--- src/sv/tsrs_pkg.sv ---
// types and constants shared by the timestamp record sorter
// no dependencies
package tsrs_pkg;

  localparam int KEY_W = 24;
  localparam int TAG_W = 16;

  typedef logic [KEY_W-1:0] key_t;
  typedef logic [TAG_W-1:0] tag_t;

  // contents of one sorting cell
  typedef struct packed {
    logic valid;
    key_t key;
    tag_t tag;
  } cell_data_t;

  // control broadcast to every cell of the chain
  typedef struct packed {
    logic insert;  // a new item enters the chain
    logic shift;   // chain moves one place towards the head
  } cell_ctrl_t;

endpackage

--- src/sv/tsrs_cell.sv ---
// one cell of the insertion sorting chain
// depends on tsrs_pkg
module tsrs_cell (
  input  logic                 clk,
  input  logic                 rst_n,
  input  tsrs_pkg::cell_ctrl_t ctrl,
  input  tsrs_pkg::key_t       new_key,
  input  tsrs_pkg::tag_t       new_tag,
  input  tsrs_pkg::cell_data_t prev_data,
  input  logic                 prev_gb,
  input  tsrs_pkg::cell_data_t next_data,
  output tsrs_pkg::cell_data_t data,
  output logic                 gb
);
  import tsrs_pkg::*;

  cell_data_t data_r;
  cell_data_t data_nxt;

  // empty cell counts as larger than anything; equal keys keep load order
  assign gb = !data_r.valid || (data_r.key > new_key);

  // next contents: on insert take the left neighbour or the new item, on shift take the right neighbour
  always_comb begin
    data_nxt = data_r;
    if (ctrl.shift) begin
      data_nxt = next_data;
    end else if (ctrl.insert && gb) begin
      if (prev_gb) begin
        data_nxt = prev_data;
      end else begin
        data_nxt.valid = 1'b1;
        data_nxt.key   = new_key;
        data_nxt.tag   = new_tag;
      end
    end
  end

  // cell register, only the valid bit is reset
  always_ff @(posedge clk) begin
    if (!rst_n) begin
      data_r.valid <= 1'b0;
    end else begin
      data_r.valid <= data_nxt.valid;
    end
    data_r.key <= data_nxt.key;
    data_r.tag <= data_nxt.tag;
  end

  assign data = data_r;

endmodule

--- config.mk ---
export PLATFORM = sky130hd
export DESIGN_NAME = tsrs_cell
export DESIGN_NICKNAME = d
export VERILOG_FILES = /design/src/sv/tsrs_pkg.sv /design/src/sv/tsrs_cell.sv
export SDC_FILE = /design/constraint.sdc
export NUM_CORES = 1
export LEC_CHECK = 0
export ABC_AREA = 1
export BUFFER_PORTS_ARGS = -buffer_cell sky130_fd_sc_hd__buf_2
export CAP_MARGIN = 15
export CORE_MARGIN = 4
export CORE_UTILIZATION = 39
export DETAILED_ROUTE_END_ITERATION = 8
export PLACE_DENSITY = 0.77
export SKIP_CTS_REPAIR_TIMING = 1
export SYNTH_ARGS = -nofsm -noshare
export SYNTH_HDL_FRONTEND = slang
export SYNTH_SLANG_ARGS = --single-unit
export TNS_END_PERCENT = 30
--- constraint.sdc ---
create_clock -name clk -period 2.3 [get_ports clk]
set_input_delay 0 -clock clk [delete_from_list [all_inputs] [get_ports clk]]
set_output_delay 0 -clock clk [all_outputs]
set_load 0.02 [all_outputs]
Word-level counts from Yosys, hierarchy flattened:

Index checks and enable logic that the tools add are counted.

* word-level logic and storage cells: 11
* memories: 0
* bits in read-only memories: 0
* output and inout port bits: 42
* bits in latches: 0
* flip-flop bits (word level): 41
* input port bits: 127
* memory bits (writable): 0

* bitwise operators: 0
* mux-type cells: 3
* multipliers: 0
* shift-type cells: 0
* equal/unequal tests: 0
* reduce and logical (&&, ||, !) cells: 4
* divide/modulo/power cells: 0
* add/subtract/negate cells: 0
* order comparisons: 1

Operators with widths (count)
* $mux 41: 3
* $gt 24x24->1: 1
* $reduce_bool 2->1: 1
* $logic_and 1x1->1: 1
* $logic_not 1->1: 1
* $logic_or 1x1->1: 1

Longest topological paths before layout:

Gate-level depths: netlist (run 1).

* word-level depth: 5
* depth in mapped cells: 16
* depth with buffers taken out: 16

Worst setup path after synthesis (run 1):

Ideal clock, no wire load.

* kind: reg2reg
* start: register data_r, in the netlist data[39]
* end: register data_r, in the netlist data[0] (enable)
* buffers on the path: 0
* library setup time: 418 ps
* arrival time: 2038 ps
* cell stages (with the launch flop): 12
* setup slack: -157 ps
* period minus slack after synthesis: 2457 ps
* required time: 1882 ps
* path through: edfxtp_1 > ha_1 > nand2_1 > nor2_2 > nand2_2 > nor2_2 > inv_1 > or2_0 > nand2_1 > nand2_2 > nand2_2 > nand2_2

* word-level cells in the longest chain between the ends: 4

Ends and longest elaborated chain
* start, declared: line tsrs_cell.sv:17 `cell_data_t data_r;`
* $gt 24x24->1: line tsrs_cell.sv:21 `assign gb = !data_r.valid || (data_r.key > new_key);`
* $logic_or 1x1->1: line tsrs_cell.sv:21
* via gb: line tsrs_cell.sv:13 `output logic gb`
* $logic_and 1x1->1: line tsrs_cell.sv:28 `end else if (ctrl.insert && gb) begin`
* $reduce_bool 2->1 (no source line)

The timed path passes the listed nets, and every way through them passes these cells.
A chain may end at the register's enable or synchronous reset.

Final worst setup path (run 1):

* start: register data_r, in the netlist data[29]
* end: register data_r, in the netlist data[27] (enable)

* word-level cells in the longest chain between the ends: 4

Ends and longest elaborated chain (line)
* $gt 24x24->1: tsrs_cell.sv:21
* $logic_or 1x1->1: tsrs_cell.sv:21
* $logic_and 1x1->1: tsrs_cell.sv:28
* $reduce_bool 2->1 (no source line)

No other way between the ends.

==> impl_metrics.ini, run 1 <==
[run_status]
status = finished, violations left
violations = negative hold slack

[layout]
fill_cells = 620
fin_nets = 647
largest_reg_flops = 41
diodes = 0
drive_gt1_share_pct = 38.6
ff_latch_area_mm2 = 0.00122
post-route-util_pct = 58.1
area_growth_pct = 44.0
final_area_mm2 = 0.00397
multi_input_area_mm2 = 0.00135

[logic_synthesis]
synthesis.area_mm2 = 0.00276
synthTopCellsByArea = edfxtp_1 (44%), ha_1 (11%), nand2_1 (9.3%)
async_flop_share_pct = 0
synth_ff_type = edfxtp_1
synth-seq-cells = 41
ys_seq_area_share_pct = 44.3
yosysMostFrequentCell = nand2_1
synth_largest_area_cell = edfxtp_1
synth_common_cells = nand2_1 (68), a21oi_1 (45), edfxtp_1 (40)
syn_area_per_cell_um2 = 8.73
syn_nets = 467
synth_edf_count = 40
netlist_instances = 316
synth_cell_types = 25
synth_top_area_share_pct = 43.6
yosys_warnings = 0

[timing]
worst_pin_slew_ns = 0.468
hold_ws_ns = -0.00259
min_period_ns = 2.15
skew_ns = 0.00682
period_share_pct = 93.3
hold_viol = 1
slew_violations = 0
fmax_mhz = 466
max_slew_margin_pct = 68.8
setup_viol = 0

[hold_path]
hold_path_class = in2reg

[power_and_ir_drop]
pwr-share-seq_pct = 46.3
p_clk_share_pct = 22.0
p_switching_mw = 0.636
switching_share_pct = 31.1
pwr-share-comb_pct = 31.7
internal-power_mw = 1.41
leakage_nw = 1.95
power_density_mw_per_mm2 = 515
vdd_drop_max_v = 0.000275

[worst_setup_path]
r2r_start = data[29]
cp-endpoint = data[27]
crit_fanout = 41
reg2reg_depth = 11
critPathLaunchType = flip-flop
reg2reg_to = data[27]
max_stage_delay_ns = 0.41
cp-end-kind = flip-flop
path_cells = ha_1, nand2_1, nor2_4, nand4_2, nor2_2, inv_1, or2_0, nand2_1, nand2_2, nand2_2, nand2_8
r2r_slack_ns = 0.15
critPathKind = reg2reg
critPathSlowestCell = edfxtp_1
crit_start = data[29]
worstPathArrival_ns = 2.11
required_ns = 2.27

[route]
remaining_drc_errors = 0
routed_wl_um = 8040
ant_nets = 0
first_pass_iters = 6
vias_per_cell = 4.76
drt_iter0_drc = 86
num_vias = 2820
wl_per_cell_um = 13.6

[place]
place.port_buffers = 168
placedInstanceArea_mm2 = 0.00369
place_congestion = 0.816
dpl.hpwl_um = 6160

[cts]
cts_buffers = 5
path_clk_slew_ns = 0.08
cts_tree = yes
h-tree-depth = 2
cts_sinks = 41
clock_path_buffers = 2
clk_latency_ns = 0.28
ctsRootBufferMaster = clkbuf_8

[floorplanning]
ios = 169
die_area_mm2 = 0.00848
coreArea_mm2 = 0.00683
rows = 30
start_util_pct = 40.4
die_h_um = 92.1
die_w_um = 92.1

[grt]
grt_first_pass_wirelength_um = 12300
grt_pass1_vias = 2806
grt.overflow.total = 0
globalRouteTotalUtil_pct = 18.1
grt_max_degree = 45
antenna_found_initial = 0

[flow_run]
drv_cap = 0
## per-layer routing
layer / routed length (um) / up-vias / global-route usage (%)
li1: - / 1449 / -
met1: 3100 / 1230 / 19.8
met2: 4050 / 125 / 33.0
met3: 729 / 16 / 6.15
met4: 151 / 0 / 5.20
met5: 0 / - / 0
## worst min-delay path by stage
stage | startpoint | to | slack, ns | depth (start not counted)
floorplan | rst_n | data[40] | 0.14 | 2
finish | next_data[29] | data[29] | -0.003 | 2
global placement | rst_n | data[40] | 0.25 | 3
detailed placement | rst_n | data[40] | 0.25 | 3
CTS | rst_n | data[40] | -0.05 | 3
global route | next_data[38] | data[38] | 0.002 | 2
## metrics by stage
step | worst slack (ns) | std cells | power, mW | setup TNS [ns] | hold slack (ns)
2_1_floorplan | 0.0757 | 316 | 1.33 | 0 | 0.141
3_3_place_gp | 0.113 | 566 | 1.57 | 0 | 0.253
3_5_place_dp | 0.0281 | 566 | 1.59 | 0 | 0.254
4_1_cts | 0.00778 | 574 | 2.05 | 0 | -0.0528
5_1_grt | -0.00596 | 593 | 2.18 | -0.0762 | 0.00220
6_report | 0.155 | 593 | 2.04 | 0 | -0.00259
## critical path, delay by kind of cell (launching register included)
family                   cells  cell delay (ns)
AND/OR/NAND/NOR              9             1.03
flip-flops                   1             0.41
adder cells (fa/ha/maj)      1             0.32
buffers and inverters        1             0.04
## layout make-up
type	count	area share, %
Inverter	35	3.31
Tap cell	96	3.02
Sequential cell	41	30.7
Multi-Input combinational cell	224	33.9
Clock buffer	8	2.02
Timing Repair Buffer	189	27.0
## layout by cell type, fill, tap and decap left out, types with 2 or more instances in the layout
cell / count
a21o_1: 2
a21oi_1: 45
buf_12: 2
buf_2: 168
clkbuf_1: 3
clkbuf_8: 5
dlygate4sd3_1: 19
edfxtp_1: 40
ha_1: 24
inv_1: 28
inv_2: 6
nand2_1: 68
nand2_2: 4
nand3_1: 2
nor2_1: 24
nor2_2: 3
o211ai_1: 22
o21a_1: 22
## cell families (layout without fill, tap and decap cells)
| kind of cell | after synthesis | after routing | share of synthesized area (%) |
|---|---|---|---|
| AND/OR/NAND/NOR | 106 | 106 | 16.0 |
| adder cells (fa/ha/maj) | 24 | 24 | 10.9 |
| buffers and inverters | 51 | 232 | 7.35 |
| AO/OA/AOI/OAI | 94 | 94 | 21.5 |
| flip-flops | 41 | 41 | 44.3 |
## power groups by stage
stage	sequential, mW	combinational, mW	clock [mW]
global route	0.955	0.726	0.502
floorplan	1.06	0.277	0
global placement	0.959	0.612	0
finish	0.947	0.648	0.449
detailed placement	0.966	0.626	0
CTS	0.949	0.629	0.470
Power figures use the tool's default switching activity.
==> inputs of run 2 (changes only) <==
--- a/config.mk
+++ b/config.mk
@@ -8,10 +8,12 @@
 export ABC_AREA = 1
 export BUFFER_PORTS_ARGS = -buffer_cell sky130_fd_sc_hd__buf_2
 export CAP_MARGIN = 15
+export CELL_PAD_IN_SITES_DETAIL_PLACEMENT = 0
+export CELL_PAD_IN_SITES_GLOBAL_PLACEMENT = 2
 export CORE_MARGIN = 4
-export CORE_UTILIZATION = 39
+export CORE_UTILIZATION = 21
 export DETAILED_ROUTE_END_ITERATION = 8
-export PLACE_DENSITY = 0.77
+export PLACE_DENSITY_LB_ADDON = 0.1
 export SKIP_CTS_REPAIR_TIMING = 1
 export SYNTH_ARGS = -nofsm -noshare
 export SYNTH_HDL_FRONTEND = slang
==> run 2 against run 1 <==
Effect of this change: the flow now finishes without violations; non-clock buffer count down 14; combinational power shrank 2%; total power grew 16%; core utilization fell by 27 points; clock power increased by 76%; wire length is 12% higher; flip-flop and latch count unchanged; final cell count rose by 10%; global-route usage down 6.6 points; count of clock-buffer cells in the layout shrank 2; sequential share of layout area is 0.15 points lower; largest cell class unchanged; highest routed layer unchanged.
==> impl_metrics.ini, run 2 (same netlist as run 1, synthesis figures left out) <==
[run_status]
status = completed

[timing]
skew_ns = 0.00597
finalSetupTns_ns = 0
hold_ws_ns = 0.000399
rsz0062_at_grt = no
setup_viol = 0
slew_violations = 0
max_slew_margin_pct = 71.1
worst_pin_slew_ns = 0.434
min_period_ns = 2.09
hold_viol = 0
period_share_pct = 90.8
fmax_mhz = 479
worst_slack_ns = 0.212

[grt]
grt.overflow.total = 0
grt_max_degree = 50
use_met3_pct = 5.07
antenna_found_initial = 0
grt_pass1_vias = 2755
globalRouteTotalUtil_pct = 11.5
grt_use_met1_pct = 13.8
top_usage_layer = met2
grtUsageMet2_pct = 19.1
grt_first_pass_wirelength_um = 13500

[floorplanning]
ios = 169
die_w_um = 123
die_h_um = 123
die_area_mm2 = 0.0150
start_util_pct = 21.7
rows = 41
coreArea_mm2 = 0.0127

[layout]
mostFrequentLayoutCell = buf_2
final_area_mm2 = 0.00399
post-route-util_pct = 31.4
final_cell_count_no_fill = 655
diodes = 0
drive_gt1_share_pct = 41.0
fin_nets = 633
largest_reg_flops = 41
final_cell_mix = buf_2 (168), nand2_1 (68), a21oi_1 (45)
area_growth_pct = 44.7

[worst_setup_path]
reg2reg_depth = 12
critPathLaunchType = flip-flop
worstPathArrival_ns = 2.11
reg2reg_to = data[32]
r2r_slack_ns = 0.21
critPathKind = reg2reg
cp-end-kind = flip-flop
r2r_start = data[39]
required_ns = 2.32
crit_fanout = 15

[power_and_ir_drop]
pwr-share-comb_pct = 26.9
pwr-share-seq_pct = 39.8
leakage_nw = 1.93
finalPower_mw = 2.37
internal-power_mw = 1.69
p_clk_share_pct = 33.3
p_switching_mw = 0.686
power_density_mw_per_mm2 = 595
switching_share_pct = 28.9
vdd_drop_max_v = 0.000342

[hold_path]
min_to = data[32]
min_path_cells = 2
min-delay-start = next_data[32]
hold_path_class = in2reg

[place]
dpl.hpwl_um = 7310
place.port_buffers = 168
dp_slack_ns = 0.208
placedInstanceArea_mm2 = 0.00382
place_congestion = 0.736
post-place-cells = 646

[cts]
h-tree-depth = 2
cts_buffers = 5
cts_tree = yes
clock_path_buffers = 2
ctsRootBufferMaster = clkbuf_16
clk_latency_ns = 0.28
cts_sinks = 41
path_clk_slew_ns = 0.06

[route]
routed_wl_um = 9020
first_pass_iters = 4
vias_per_cell = 4.12
remaining_drc_errors = 0
drt_iter0_drc = 44
ant_nets = 0
num_vias = 2698
wl_per_cell_um = 13.8

[flow_run]
drv_cap = 0
run 2: final cells by class:
type                    count  area [um^2]
flip-flops and latches     41         1220
inverters                  35          131
clock inverters             2         35.0
clock buffers               6          129
multi-input cells         224         1340
well taps                 172          215
fillers                  1432         8730
repair buffers            175          921
run 2: routing by layer:
metal,up-vias,wire length [um]
li1,1418,-
met1,1163,3820
met2,113,4120
met3,4,1020
met4,0,62
met5,-,0
run 2: worst max-delay path by stage:
| stage | from | end | cells after the start |
|---|---|---|---|
| after floorplan | data[39] | data[0] | 11 |
| after CTS | data[39] | data[35] | 12 |
| after global placement | data[39] | data[10] | 12 |
| after detailed placement | data[39] | data[2] | 12 |
| final | data[39] | data[32] | 12 |
| after global routing | data[39] | data[35] | 12 |
run 2: worst max-delay path: stages, from the launching register on:
cell	delay, ns
edfxtp_1	0.39
ha_1	0.31
nand2_1	0.08
nor2_2	0.15
nand2_2	0.08
nor2_2	0.12
inv_1	0.04
or2_0	0.19
nand2_1	0.09
nand2_2	0.06
nand2_2	0.07
nand2_4	0.05
buf_4	0.21
run 2: power by group through the flow:
stage | combinational (mW) | sequential, mW | clock [mW]
finish | 0.638 | 0.945 | 0.791
global route | 0.719 | 0.953 | 0.865
CTS | 0.656 | 0.946 | 0.823
detailed placement | 0.653 | 0.961 | 0
global placement | 0.657 | 0.959 | 0
floorplan | 0.277 | 1.06 | 0
==> inputs of run 3 (changes only) <==
--- a/config.mk
+++ b/config.mk
@@ -10,8 +10,9 @@
 export CAP_MARGIN = 15
 export CELL_PAD_IN_SITES_DETAIL_PLACEMENT = 0
 export CELL_PAD_IN_SITES_GLOBAL_PLACEMENT = 2
-export CORE_MARGIN = 4
+export CORE_MARGIN = 2
 export CORE_UTILIZATION = 21
+export CTS_CLUSTER_SIZE = 28
 export DETAILED_ROUTE_END_ITERATION = 8
 export PLACE_DENSITY_LB_ADDON = 0.1
 export SKIP_CTS_REPAIR_TIMING = 1
==> run 3 against run 2 <==
Effect of this change: the run now ends with negative hold slack left; clock power shrank 10%; combinational power about the same; clock skew hardly changed; register-to-register slack better by 0.02 ns; sequential share of layout area is essentially flat; sequential power barely moved; wire length is 4.2% lower; critical path type unchanged.
==> impl_metrics.ini, run 3 (same netlist as run 1, synthesis figures left out) <==
[power_and_ir_drop]
switching_share_pct = 29.6
leakage_nw = 1.93
internal-power_mw = 1.61
vdd_drop_max_v = 0.000272
power_density_mw_per_mm2 = 574
pwr-share-comb_pct = 27.9
pwr-share-seq_pct = 41.2
p_switching_mw = 0.679
p_clk_share_pct = 30.9

[cts]
cts_sinks = 41
cts_tree = yes
cts_buffers = 5
clock_path_buffers = 2
h-tree-depth = 2
ctsRootBufferMaster = clkbuf_16
path_clk_slew_ns = 0.06
clk_latency_ns = 0.28

[timing]
rsz0062_at_grt = no
slew_violations = 0
min_period_ns = 2.07
setup_viol = 0
skew_ns = 0.00613
worst_slack_ns = 0.233
hold_ws_ns = -0.00260
max_slew_margin_pct = 70.6
worst_pin_slew_ns = 0.441
fmax_mhz = 484
hold_viol = 2
finalSetupTns_ns = 0
period_share_pct = 89.8

[place]
place_congestion = 0.713
dpl.hpwl_um = 6900
dp_slack_ns = 0.162
place.port_buffers = 168
post-place-cells = 646

[layout]
fin_nets = 635
final_cell_count_no_fill = 657
diodes = 0
largest_reg_flops = 41
post-route-util_pct = 31.4
final_cell_mix = buf_2 (168), nand2_1 (68), a21oi_1 (45)
mostFrequentLayoutCell = buf_2
drive_gt1_share_pct = 40.6
area_growth_pct = 45.0

[worst_setup_path]
cpMostUsedCell = nand2_2
critPathKind = reg2reg
worstPathArrival_ns = 2.10
path_cells = ha_1, nand2_2, nor2_4, nand4_2, nor2_2, inv_1, or2_0, nand2_1, nand2_2, nand2_2, nand2_4, buf_6
cp-end-kind = flip-flop
critPathSlowestCell = edfxtp_1
crit_fanout = 19
critPathLaunchType = flip-flop
required_ns = 2.33
max_stage_delay_ns = 0.40

[route]
routed_wl_um = 8640
drt_iter0_drc = 71
num_vias = 2701
wl_per_cell_um = 13.2
remaining_drc_errors = 0
vias_per_cell = 4.11
first_pass_iters = 4
ant_nets = 0

[floorplanning]
die_h_um = 119
die_area_mm2 = 0.0141
rows = 41
coreArea_mm2 = 0.0127
ios = 169
die_w_um = 119
start_util_pct = 21.7

[grt]
top_usage_layer = met2
grt_first_pass_wirelength_um = 14000
antenna_found_initial = 0
use_met3_pct = 5.12
grt_pass1_vias = 2815
grt_use_met1_pct = 14.6
grt_max_degree = 36
grt.overflow.total = 0
globalRouteTotalUtil_pct = 12.2
grtUsageMet2_pct = 20.5

[hold_path]
hold_path_class = in2reg

[run_status]
violations = negative hold slack
status = finished, violations left

[flow_run]
drv_cap = 0
==> run 3: per-stage QoR <==
stage	hold WS (ns)	power (mW)	instance area [um^2]
after floorplan	0.141	1.33	2760
after global placement	0.249	1.61	3820
after detailed placement	0.253	1.61	3820
after CTS	-0.0407	2.34	3960
after global routing	0.00976	2.45	4000
final	-0.00260	2.29	4000
==> run 3: cell type report <==
cell class,instances,area (um^2)
repair buffers,177,945
flip-flops and latches,41,1220
multi-input cells,224,1340
inverters,35,131
fillers,1447,8720
clock buffers,8,146
well taps,172,215
==> run 3: path summary, 6_finish.rpt <==
| check | from | to | slack (ns) | cells after the start |
|---|---|---|---|---|
| worst max-delay path | data[31] | data[12] | 0.23 | 12 |
| worst min-delay path | next_data[34] | data[34] | -0.003 | 2 |
| worst max register to register | data[31] | data[12] | 0.23 | 12 |
| worst min register to register | data[40] | data[40] | 0.57 | 2 |
==> run 3: power groups by stage <==
stage	combinational, mW	clock [mW]	sequential (mW)
after CTS	0.652	0.739	0.947
after global placement	0.654	0	0.959
after floorplan	0.277	0	1.06
after global routing	0.726	0.767	0.956
final	0.641	0.708	0.945
after detailed placement	0.648	0	0.962
==> run 3: per-layer routing <==
metal | share of wire (%) | wire length (um) | up-vias
met2 | 45 | 3850 | 115
li1 | - | - | 1425
met1 | 44 | 3790 | 1156
met3 | 11 | 932 | 5
met4 | 0.81 | 70 | 0
met5 | 0 | 0 | -
==> run 3: worst max-delay path, delay by kind of cell (launching register included) <==
kind / cells / cell delay [ns]
flops: 1 / 0.40
simple gates: 9 / 0.88
buf+inv: 2 / 0.22
fa+ha+maj: 1 / 0.32
